**src/design/ilid_pkg.sv**
```systemverilog
`timescale 1ns / 1ps
`default_nettype none

package ilid_pkg;

  // Field widths of one beat
  localparam int DATA_W = 32;
  localparam int OP_W   = 3;
  localparam int IDX_W  = 9;
  localparam int ST_W   = 2;
  localparam int LEN_W  = 7;

  // Default list depth
  localparam int CAPACITY_DEF = 64;

  // Taps folded per first-level group of the read tree
  localparam int GROUP = 8;

  // Operation codes
  localparam logic [OP_W-1:0] OP_READ   = 3'd0;
  localparam logic [OP_W-1:0] OP_HEAD   = 3'd1;
  localparam logic [OP_W-1:0] OP_TAIL   = 3'd2;
  localparam logic [OP_W-1:0] OP_BEFORE = 3'd3;
  localparam logic [OP_W-1:0] OP_DELETE = 3'd4;

  // Status codes
  localparam logic [ST_W-1:0] ST_DONE   = 2'd0;
  localparam logic [ST_W-1:0] ST_BADIDX = 2'd1;
  localparam logic [ST_W-1:0] ST_FULL   = 2'd2;

  // Per-cycle command broadcast to every cell
  typedef struct packed {
    logic ins;
    logic del;
    logic rd;
  } cell_op_t;

endpackage

`default_nettype wire

```
**src/design/ilid_cell.sv**
```systemverilog
`timescale 1ns / 1ps
`default_nettype none

module ilid_cell import ilid_pkg::*; #(
  parameter int PW  = 6,
  parameter int IDX = 0
) (
  input  wire logic              clk,
  input  wire cell_op_t          cop,
  input  wire logic [PW-1:0]     pos,
  input  wire logic [DATA_W-1:0] value,
  input  wire logic [DATA_W-1:0] left,
  input  wire logic [DATA_W-1:0] right,
  output logic      [DATA_W-1:0] data,
  output logic      [DATA_W-1:0] tap
);

  localparam logic [PW-1:0] POS = PW'(IDX);

  // Entry: shift toward the tail on insert, toward the head on delete
  always_ff @(posedge clk) begin
    if (cop.ins) begin
      if (POS > pos) begin
        data <= left;
      end else if (POS == pos) begin
        data <= value;
      end
    end else if (cop.del) begin
      if (POS >= pos) begin
        data <= right;
      end
    end
  end

  // Read tap: only the addressed cell can drive a nonzero word
  always_ff @(posedge clk) begin
    tap <= (cop.rd && (POS == pos)) ? data : '0;
  end

endmodule

`default_nettype wire

```
**config.mk**
```make
export PLATFORM = sky130hd
export DESIGN_NAME = ilid_cell
export DESIGN_NICKNAME = d
export VERILOG_FILES = /design/src/design/ilid_pkg.sv /design/src/design/ilid_cell.sv
export SDC_FILE = /design/constraint.sdc
export NUM_CORES = 1
export LEC_CHECK = 0
export ABC_CLOCK_PERIOD_IN_PS = 4200
export BUFFER_PORTS_ARGS = -buffer_cell sky130_fd_sc_hd__buf_2
export CAP_MARGIN = 0
export CORE_UTILIZATION = 42
export CTS_CLUSTER_DIAMETER = 60
export DETAILED_ROUTE_END_ITERATION = 8
export PLACE_DENSITY_LB_ADDON = 0.3
export REMOVE_ABC_BUFFERS = 1
export SKIP_LAST_GASP = 1
export SLEW_MARGIN = 20
export SYNTH_ARGS = -nofsm -noshare
export SYNTH_HDL_FRONTEND = slang
export SYNTH_SLANG_ARGS = --single-unit
```
**constraint.sdc**
```tcl
create_clock -name clk -period 4.2 [get_ports clk]
set_input_delay 0.21 -clock clk [delete_from_list [all_inputs] [get_ports clk]]
set_output_delay 0.21 -clock clk [all_outputs]
set_load 0.01 [all_outputs]
```
==> results.toml, run 1 <==
[outcome]
status = "finished clean"

[sta]
fin_crit_ps = 1750
worst_pin_slew_ps = 985
skew_ps = 7.59
whs_ps = 183
finalSetupViolations = 0
finalMaxSlewViolations = 0
rsz0062_at_grt = "false"
fin_crit_sh_pct = 41.6
setup_tns_ps = 0
relSlewSlack_pct = 34.3
hold_violations = 0
fmax_ghz = 0.572

[worst_setup_path]
endpoint_kind = "flip-flop"
startpoint = "pos[3]"
path_cells = "buf_2 -> or4_4 -> nor4_4 -> buf_4"
crit_end = "data[20]$_DFFE_PP_"
r2r_end = "tap[2]$_SDFF_PN0_"
critical_path.max_stage_delay_ps = 810
worstPathArrival_ps = 1750
crit_path_max_fanout = 33
r2r_slack_ps = 3480
r2r_start = "data[2]$_DFFE_PP_"
setup.worst_path.start_class = "input pin"
slowest_stage = "or4_4"
rr_worst_depth = 2
worst-path-buf-inv = 2
critPathTopFamily = "simple AND/OR/NAND/NOR gates"
setup.worst_path.class = "input pin to flip-flop"
required_ps = 4210
cp_num_cells = 4

[global_routing]
grtUsageMet2_pct = 28.9
grt_overflow_total = 0
grt.total_usage_pct = 17.3
antenna_found_initial = 0
grt_pass1_wl_um = 8210
grt_max_degree = 34
grt_use_met1_pct = 18.6
use_met3_pct = 6.74
grt_pass1_vias = 1767
grt-busiest-layer = "met2"

[layout]
diodes = 0
fin_area_sq_mm = 0.00351
area_growth_pct = 33.8
layout_common_cells = "137 x buf_2, 32 x mux2_2, 32 x nand2_1, 32 x edfxtp_1, 32 x dfxtp_1"
drive_gt1_share_pct = 67.9
fillers = 520
nets = 419
layout_commonest_cell = "buf_2"

[clock_tree]
cts_tree = "done"
cts_max_path_buffers = 2
cts-root-buf = "clkbuf_8"
cts.sinks = 64
clk_latency_ps = 320
cts_resized = 0
hold_buffers = 0
postCtsSetupRepairBufs = 0
numCtsBuffers = 9
cts_max_level = 3
clk_pin_slew_worst_paths_ps = 70

[placement]
port_buffers = 137
dp_hpwl_um = 3530
placed_area_sq_mm = 0.00331
gp_congestion = 0.745

[logic_synthesis]
ys_ff_latch = 64
yosysUniqueCellTypes = 14
seq_area_frac_synth_pct = 61.0
syn_avg_cell_area_sq_um = 14.4
netlist_area_sq_mm = 0.00262
yosys_warnings = 0
synthCells = 182

[power]
p_leak_nw = 1.47
pwr-share-clk_pct = 40.4
irDropWorstVdd_v = 0.000187
p_sw_uw = 269
seqPwrFrac_pct = 51.5
p_comb_share_pct = 8.1
netSwitchingFraction_pct = 20.9
p_int_mw = 1.02
cellPowerDensity_mw_per_mm2 = 367

[routing]
num_vias = 1897
ant_nets = 0
drc = 0
dr.pass1.iters = 5
avgRoutedWirePerCell_um = 13.5
viasPerCell = 4.83
drt_iter0_markers = 71
wl_um = 5300

[min_path]
hp-start = "value[26]"
hp-class = "input pin to flip-flop"

[die]
initial_core_util_pct = 43.8
rows = 28
die_y_um = 81.0
die-area_sq_mm = 0.00657
die_x_um = 81.0
io_pins = 170
core_region_area_sq_mm = 0.00599

[flow_run]
cap_violations = 0
[worst register-to-register path, delay by kind of cell (launching register included)]
kind          cells  cell delay, ps
simple gates      2             170
flops             1             400
[state kept, by name (all words and copies together), names as in the netlist]
register  flops
data         32
tap          32
[cell usage after synthesis]
cell type   n  area, sq um
buf_1       7         26.3
buf_2       2         10.0
buf_6       1         11.3
buf_8       3         45.0
clkbuf_1    6         22.5
dfxtp_1    32          641
edfxtp_1   32          961
mux2_2     32          360
nand2_1    32          120
nor2_1      1         3.75
nor4_1      3         18.8
nor4_2     28          350
nor4_4      2         42.5
or4_4       1         11.3
[power groups by stage]
stage / Clock [mW] / Sequential, mW / Combinational, mW
floorplan: 0 / 0.679 / 0.0377
global placement: 0 / 0.677 / 0.103
detailed placement: 0 / 0.677 / 0.106
CTS: 0.536 / 0.663 / 0.106
global route: 0.564 / 0.663 / 0.114
finish: 0.520 / 0.663 / 0.104
[final cells by class]
| cell class | instances | area, sq um | share of cell area [%] |
|---|---|---|---|
| multi-input cells | 99 | 916 | 26.1 |
| clock inverters | 3 | 40.0 | 1.14 |
| well taps | 75 | 93.8 | 2.67 |
| clock buffers | 13 | 159 | 4.53 |
| flip-flops and latches | 64 | 1600 | 45.6 |
| repair buffers | 139 | 701 | 20.0 |
[logic make-up (layout without fill, tap and decap cells)]
| group | count (synthesis) | in the layout | synth area share (%) |
|---|---|---|---|
| AND/OR/NAND/NOR | 67 | 67 | 20.8 |
| flip-flops | 64 | 64 | 61.0 |
| multiplexers | 32 | 32 | 13.7 |
| buffers and inverters | 19 | 155 | 4.39 |
[how the worst min path moves through the flow]
stage                              end  slack (ps)  depth (start not counted)
floorplan           tap[10]$_SDFF_PN0_         280                          1
global placement    data[16]$_DFFE_PP_         510                          2
detailed placement   data[1]$_DFFE_PP_         510                          2
CTS                 data[26]$_DFFE_PP_         160                          2
global route        data[26]$_DFFE_PP_         160                          2
finish              data[26]$_DFFE_PP_         180                          2
[metal layers]
layer  wire, um  part of all wire, %
met1       2060                   39
met2       2670                   50
met3        461                  8.7
met4        119                  2.2
met5          0                    0
[through the flow]
stage	power (mW)	worst slack (ps)	cells	util, %
5_1_grt	1.34	2390	393	58.6
6_report	1.29	2450	393	58.6
3_5_place_dp	0.782	2110	377	55.3
4_1_cts	1.31	2460	393	58.6
3_3_place_gp	0.780	2140	377	55.3
2_1_floorplan	0.717	883	163	-
Note: power is estimated with default switching activity, not from simulation.
==> inputs of run 2 (changes only) <==
- ABC_CLOCK_PERIOD_IN_PS: 4200 -> 1600
- CORE_UTILIZATION: 42 -> 38
- clock period: 4.2 -> 1.6 ns (I/O delays scaled with it)
==> run 2 against run 1 <==
Net effect: sequential share of layout area down 0.51 points; global-route usage grew 0.14 points; worst setup slack got worse by 2100 ps; total power grew to 2.6 times the previous value; clock-buffer cell count fell by 2; final cell count increased by 2.0%; flip-flop and latch count unchanged; highest routed layer unchanged.
==> results.toml, run 2 (synthesis gave the netlist of run 1 again) <==
[sta]
relSlewSlack_pct = 61.0
skew_ps = 7.29
hold_violations = 0
fin_crit_sh_pct = 79.4
fin_crit_ps = 1270
fmax_ghz = 0.787
rsz0062_at_grt = "false"
worst_pin_slew_ps = 586
setup_tns_ps = 0
finalSetupViolations = 0
finalMaxSlewViolations = 0

[clock_tree]
cts.sinks = 64
clk_pin_slew_worst_paths_ps = 70
clk_latency_ps = 320
cts_max_path_buffers = 2
cts_tree = "done"
cts_resized = 0
hold_buffers = 0
cts_max_level = 3
postCtsSetupRepairBufs = 0
cts-root-buf = "clkbuf_8"
numCtsBuffers = 9

[layout]
layout_commonest_cell = "buf_2"
layout_common_cells = "137 x buf_2, 32 x mux2_2, 32 x nand2_1, 32 x edfxtp_1, 32 x dfxtp_1"
largestRegisters = "data: 32 flops, tap: 32 flops"
nets = 425
area_growth_pct = 35.3
multi_input_area_sq_um = 916
fin_area_sq_mm = 0.00355
drive_gt1_share_pct = 67.9
final_core_util_pct = 54.7
diodes = 0
fillers = 566
stdcell_count = 401
layout.area.seq_sq_mm = 0.00160

[worst_setup_path]
required_ps = 1620
setup.worst_path.class = "input pin to flip-flop"
critical_path.max_stage_delay_ps = 560
r2r_start = "data[0]$_DFFE_PP_"
endpoint_kind = "flip-flop"
slowest_stage = "or4_4"
setup.worst_path.start_class = "input pin"
worstPathArrival_ps = 1290
r2r_slack_ps = 880
r2r_end = "tap[0]$_SDFF_PN0_"
path_cells = "buf_2 -> or4_4 -> nor4_4 -> buf_12"
rr_worst_depth = 2
crit_path_max_fanout = 28

[power]
p_leak_nw = 1.49
irDropWorstVdd_v = 0.000446
cellPowerDensity_mw_per_mm2 = 931

[placement]
place_inst = 385
gp_congestion = 0.718
port_buffers = 137
placed_area_sq_mm = 0.00337
dp_hpwl_um = 4070

[routing]
wl_met1_um = 2360
avgRoutedWirePerCell_um = 14.6
dr.pass1.iters = 4
drt_iter0_markers = 39
dr_wl_met3_um = 417
dr.max_layer_used = "met4"
num_vias = 1925
wl_met2_um = 2960
drc = 0
viasPerCell = 4.80
wl_um = 5860
ant_nets = 0

[global_routing]
antenna_found_initial = 0
grt_overflow_total = 0
grt.total_usage_pct = 17.4
grt_max_degree = 33
grt_pass1_wl_um = 9450
grt_pass1_vias = 1970

[min_path]
min_path_cells = 2
hold_path_end = "data[20]$_DFFE_PP_"
hp-class = "input pin to flip-flop"
hp-start = "value[20]"

[die]
die_x_um = 85.1
io_pins = 170
core_region_area_sq_mm = 0.00649
die-area_sq_mm = 0.00724
initial_core_util_pct = 40.4
rows = 29
die_y_um = 85.1

[flow_run]
cap_violations = 0

[outcome]
status = "finished clean"
-- run 2: cell count changes in the layout (fill, tap and decap cells not counted) --
cell	before	now
buf_4	2	7
clkbuf_8	11	9
clkinv_1	0	2
buf_12	0	1
-- run 2: worst max path at each step --
stage           start                  to  slack, ps
3_5_place_dp   pos[3]  data[22]$_DFFE_PP_        -10
2_1_floorplan  pos[3]   data[0]$_DFFE_PP_      -1590
3_3_place_gp   pos[3]   data[6]$_DFFE_PP_          2
6_report       pos[3]   data[5]$_DFFE_PP_        330
5_1_grt        pos[3]  data[23]$_DFFE_PP_        280
4_1_cts        pos[3]  data[29]$_DFFE_PP_        340
-- run 2: power breakdown --
part	switching (mW)	internal, mW	leakage, nW
clock network	0.573	0.705	0.0922
logic	0.143	0.145	0.850
registers	0.00414	1.74	0.546
total	0.721	2.59	1.49
-- run 2: worst max-delay path: cells and delay by family --
family	cells	cell delay, ps
buf+inv	2	330
simple gates	2	870
-- run 2: area by class of cell --
type / instances / share of cell area [%]
clock buffers: 11 / 3.70
flip-flops and latches: 64 / 45.1
clock inverters: 5 / 1.34
well taps: 77 / 2.71
multi-input cells: 99 / 25.8
repair buffers: 145 / 21.4
-- run 2: metal layers --
layer,global-route usage [%],up-vias
met3,5.16,12
met4,8.78,0
li1,-,940
met5,0,-
met2,30.2,90
met1,19.5,883
-- run 2: metrics by stage --
stage,hold slack (ps),setup slack [ps],power (mW)
3_3_place_gp,384,2.03,2.06
5_1_grt,35.8,277,3.45
6_report,53.3,330,3.31
3_5_place_dp,384,-11.6,2.07
2_1_floorplan,150,-1590,1.88
4_1_cts,42.4,336,3.35
==> inputs of run 3 (changes only) <==
- ABC_CLOCK_PERIOD_IN_PS: 1600 -> 1280
- CORE_UTILIZATION: 38 -> 42
- clock period: 1.6 -> 1.28 ns (I/O delays scaled with it)
==> run 3 against run 2 <==
Net effect: critical path depth unchanged; first-iteration DRC count is 97% higher; highest routed layer unchanged; core utilization increased by 4.1 points; cell area down 0.85%; clock skew down 0.56 ps; final cell count down 0.25%; global-route usage increased by 2.0 points.
==> results.toml, run 3 (synthesis gave the netlist of run 1 again) <==
[worst_setup_path]
setup.worst_path.class = "input pin to flip-flop"
endpoint_kind = "flip-flop"
slowest_stage = "or4_4"
worstPathArrival_ps = 1280
cp_num_cells = 4
r2r_slack_ps = 590
setup.worst_path.start_class = "input pin"
critical_path.max_stage_delay_ps = 560
rr_worst_depth = 2
path_cells = "buf_2 -> or4_4 -> nor4_4 -> buf_4"
r2r_start = "data[4]$_DFFE_PP_"
required_ps = 1300
r2r_end = "tap[4]$_SDFF_PN0_"
crit_path_max_fanout = 17
critPathTopFamily = "simple AND/OR/NAND/NOR gates"
worst-path-buf-inv = 2

[layout]
layout_commonest_cell = "buf_2"
diodes = 0
drive_gt1_share_pct = 68.0
nets = 427
area_growth_pct = 34.2
largestRegisters = "data: 32 flops, tap: 32 flops"
layout_common_cells = "137 x buf_2, 32 x mux2_2, 32 x nand2_1, 32 x edfxtp_1, 32 x dfxtp_1"

[clock_tree]
cts_max_level = 3
cts_max_path_buffers = 2
hold_buffers = 0
cts_resized = 0
cts_tree = "done"
clk_latency_ps = 330
cts.sinks = 64
cts-root-buf = "clkbuf_8"
clk_pin_slew_worst_paths_ps = 70
numCtsBuffers = 9
postCtsSetupRepairBufs = 0

[routing]
viasPerCell = 4.90
drc = 0
wl_met1_um = 2200
dr.pass1.iters = 4
ant_nets = 0
num_vias = 1961
avgRoutedWirePerCell_um = 14.6
wl_um = 5850
drt_iter0_markers = 77
dr.max_layer_used = "met4"
dr_wl_met3_um = 437
wl_met2_um = 3160

[power]
cellPowerDensity_mw_per_mm2 = 1110
p_leak_nw = 1.48
irDropWorstVdd_v = 0.000640

[min_path]
min_path_cells = 2
hp-class = "input pin to flip-flop"
hold_path_end = "data[28]$_DFFE_PP_"
hp-start = "value[28]"

[sta]
setup_tns_ps = 0
fin_crit_ps = 1260
rsz0062_at_grt = "false"
skew_ps = 6.73
fin_crit_sh_pct = 98.4
relSlewSlack_pct = 63.5
hold_violations = 0
fmax_ghz = 0.794
finalMaxSlewViolations = 0
worst_pin_slew_ps = 548
finalSetupViolations = 0
whs_ps = 32.9

[die]
die_x_um = 81.0
initial_core_util_pct = 43.8
core_region_area_sq_mm = 0.00599
io_pins = 170
die_y_um = 81.0
die-area_sq_mm = 0.00657
rows = 28

[global_routing]
grt_max_degree = 33
grt_pass1_vias = 1886
antenna_found_initial = 0
grt_pass1_wl_um = 9180
grt_overflow_total = 0
grt.total_usage_pct = 19.4

[placement]
gp_congestion = 0.725
port_buffers = 137
dp_hpwl_um = 4200

[outcome]
status = "finished clean"

[flow_run]
cap_violations = 0
## run 3: changes by cell type in the layout (fill, tap and decap cells not counted)
cell,change
clkbuf_1,+2
bufinv_16,-1
clkinv_1,-2
buf_12,-1
buf_4,+3
## run 3: layout make-up
cell class / instances / area, sq um
clock buffers: 13 / 139
clock inverters: 2 / 10.0
fillers: 525 / 2470
multi-input cells: 99 / 916
flip-flops and latches: 64 / 1600
well taps: 75 / 93.8
repair buffers: 147 / 761
## run 3: worst register-to-register path, stage by stage, from the launching register on
cell and delay [ps]:
edfxtp_1 410, nand2_1 100, nor4_2 40
## run 3: how the worst max path moves through the flow
stage	start	to	slack, ps
floorplan	pos[3]	data[0]$_DFFE_PP_	-1890
global placement	pos[3]	data[6]$_DFFE_PP_	-290
detailed placement	pos[3]	data[19]$_DFFE_PP_	-330
CTS	pos[3]	data[23]$_DFFE_PP_	20
global route	pos[3]	data[12]$_DFFE_PP_	2
finish	pos[3]	data[6]$_DFFE_PP_	20
## run 3: routing by layer
| layer | track usage, % | vias to the layer above |
|---|---|---|
| met3 | 7.75 | 6 |
| met2 | 34.3 | 87 |
| met1 | 20.7 | 924 |
| met5 | 0 | - |
| li1 | - | 944 |
| met4 | 7.50 | 0 |
## run 3: power breakdown
| part | internal (mW) | switching (mW) |
|---|---|---|
| registers | 2.17 | 0.00547 |
| logic | 0.185 | 0.184 |
| clock network | 0.688 | 0.676 |
| total | 3.04 | 0.865 |
## run 3: per-stage QoR
stage	util [%]	power [mW]	cell area (sq um)	cells	worst slack (ps)
2_1_floorplan	-	2.35	2510	163	-1890
6_report	58.8	3.91	3520	400	20.0
3_5_place_dp	56.3	2.59	3370	385	-329
5_1_grt	58.8	4.09	3520	400	2.20
3_3_place_gp	56.3	2.58	3370	385	-290
4_1_cts	58.8	3.97	3520	400	22.2
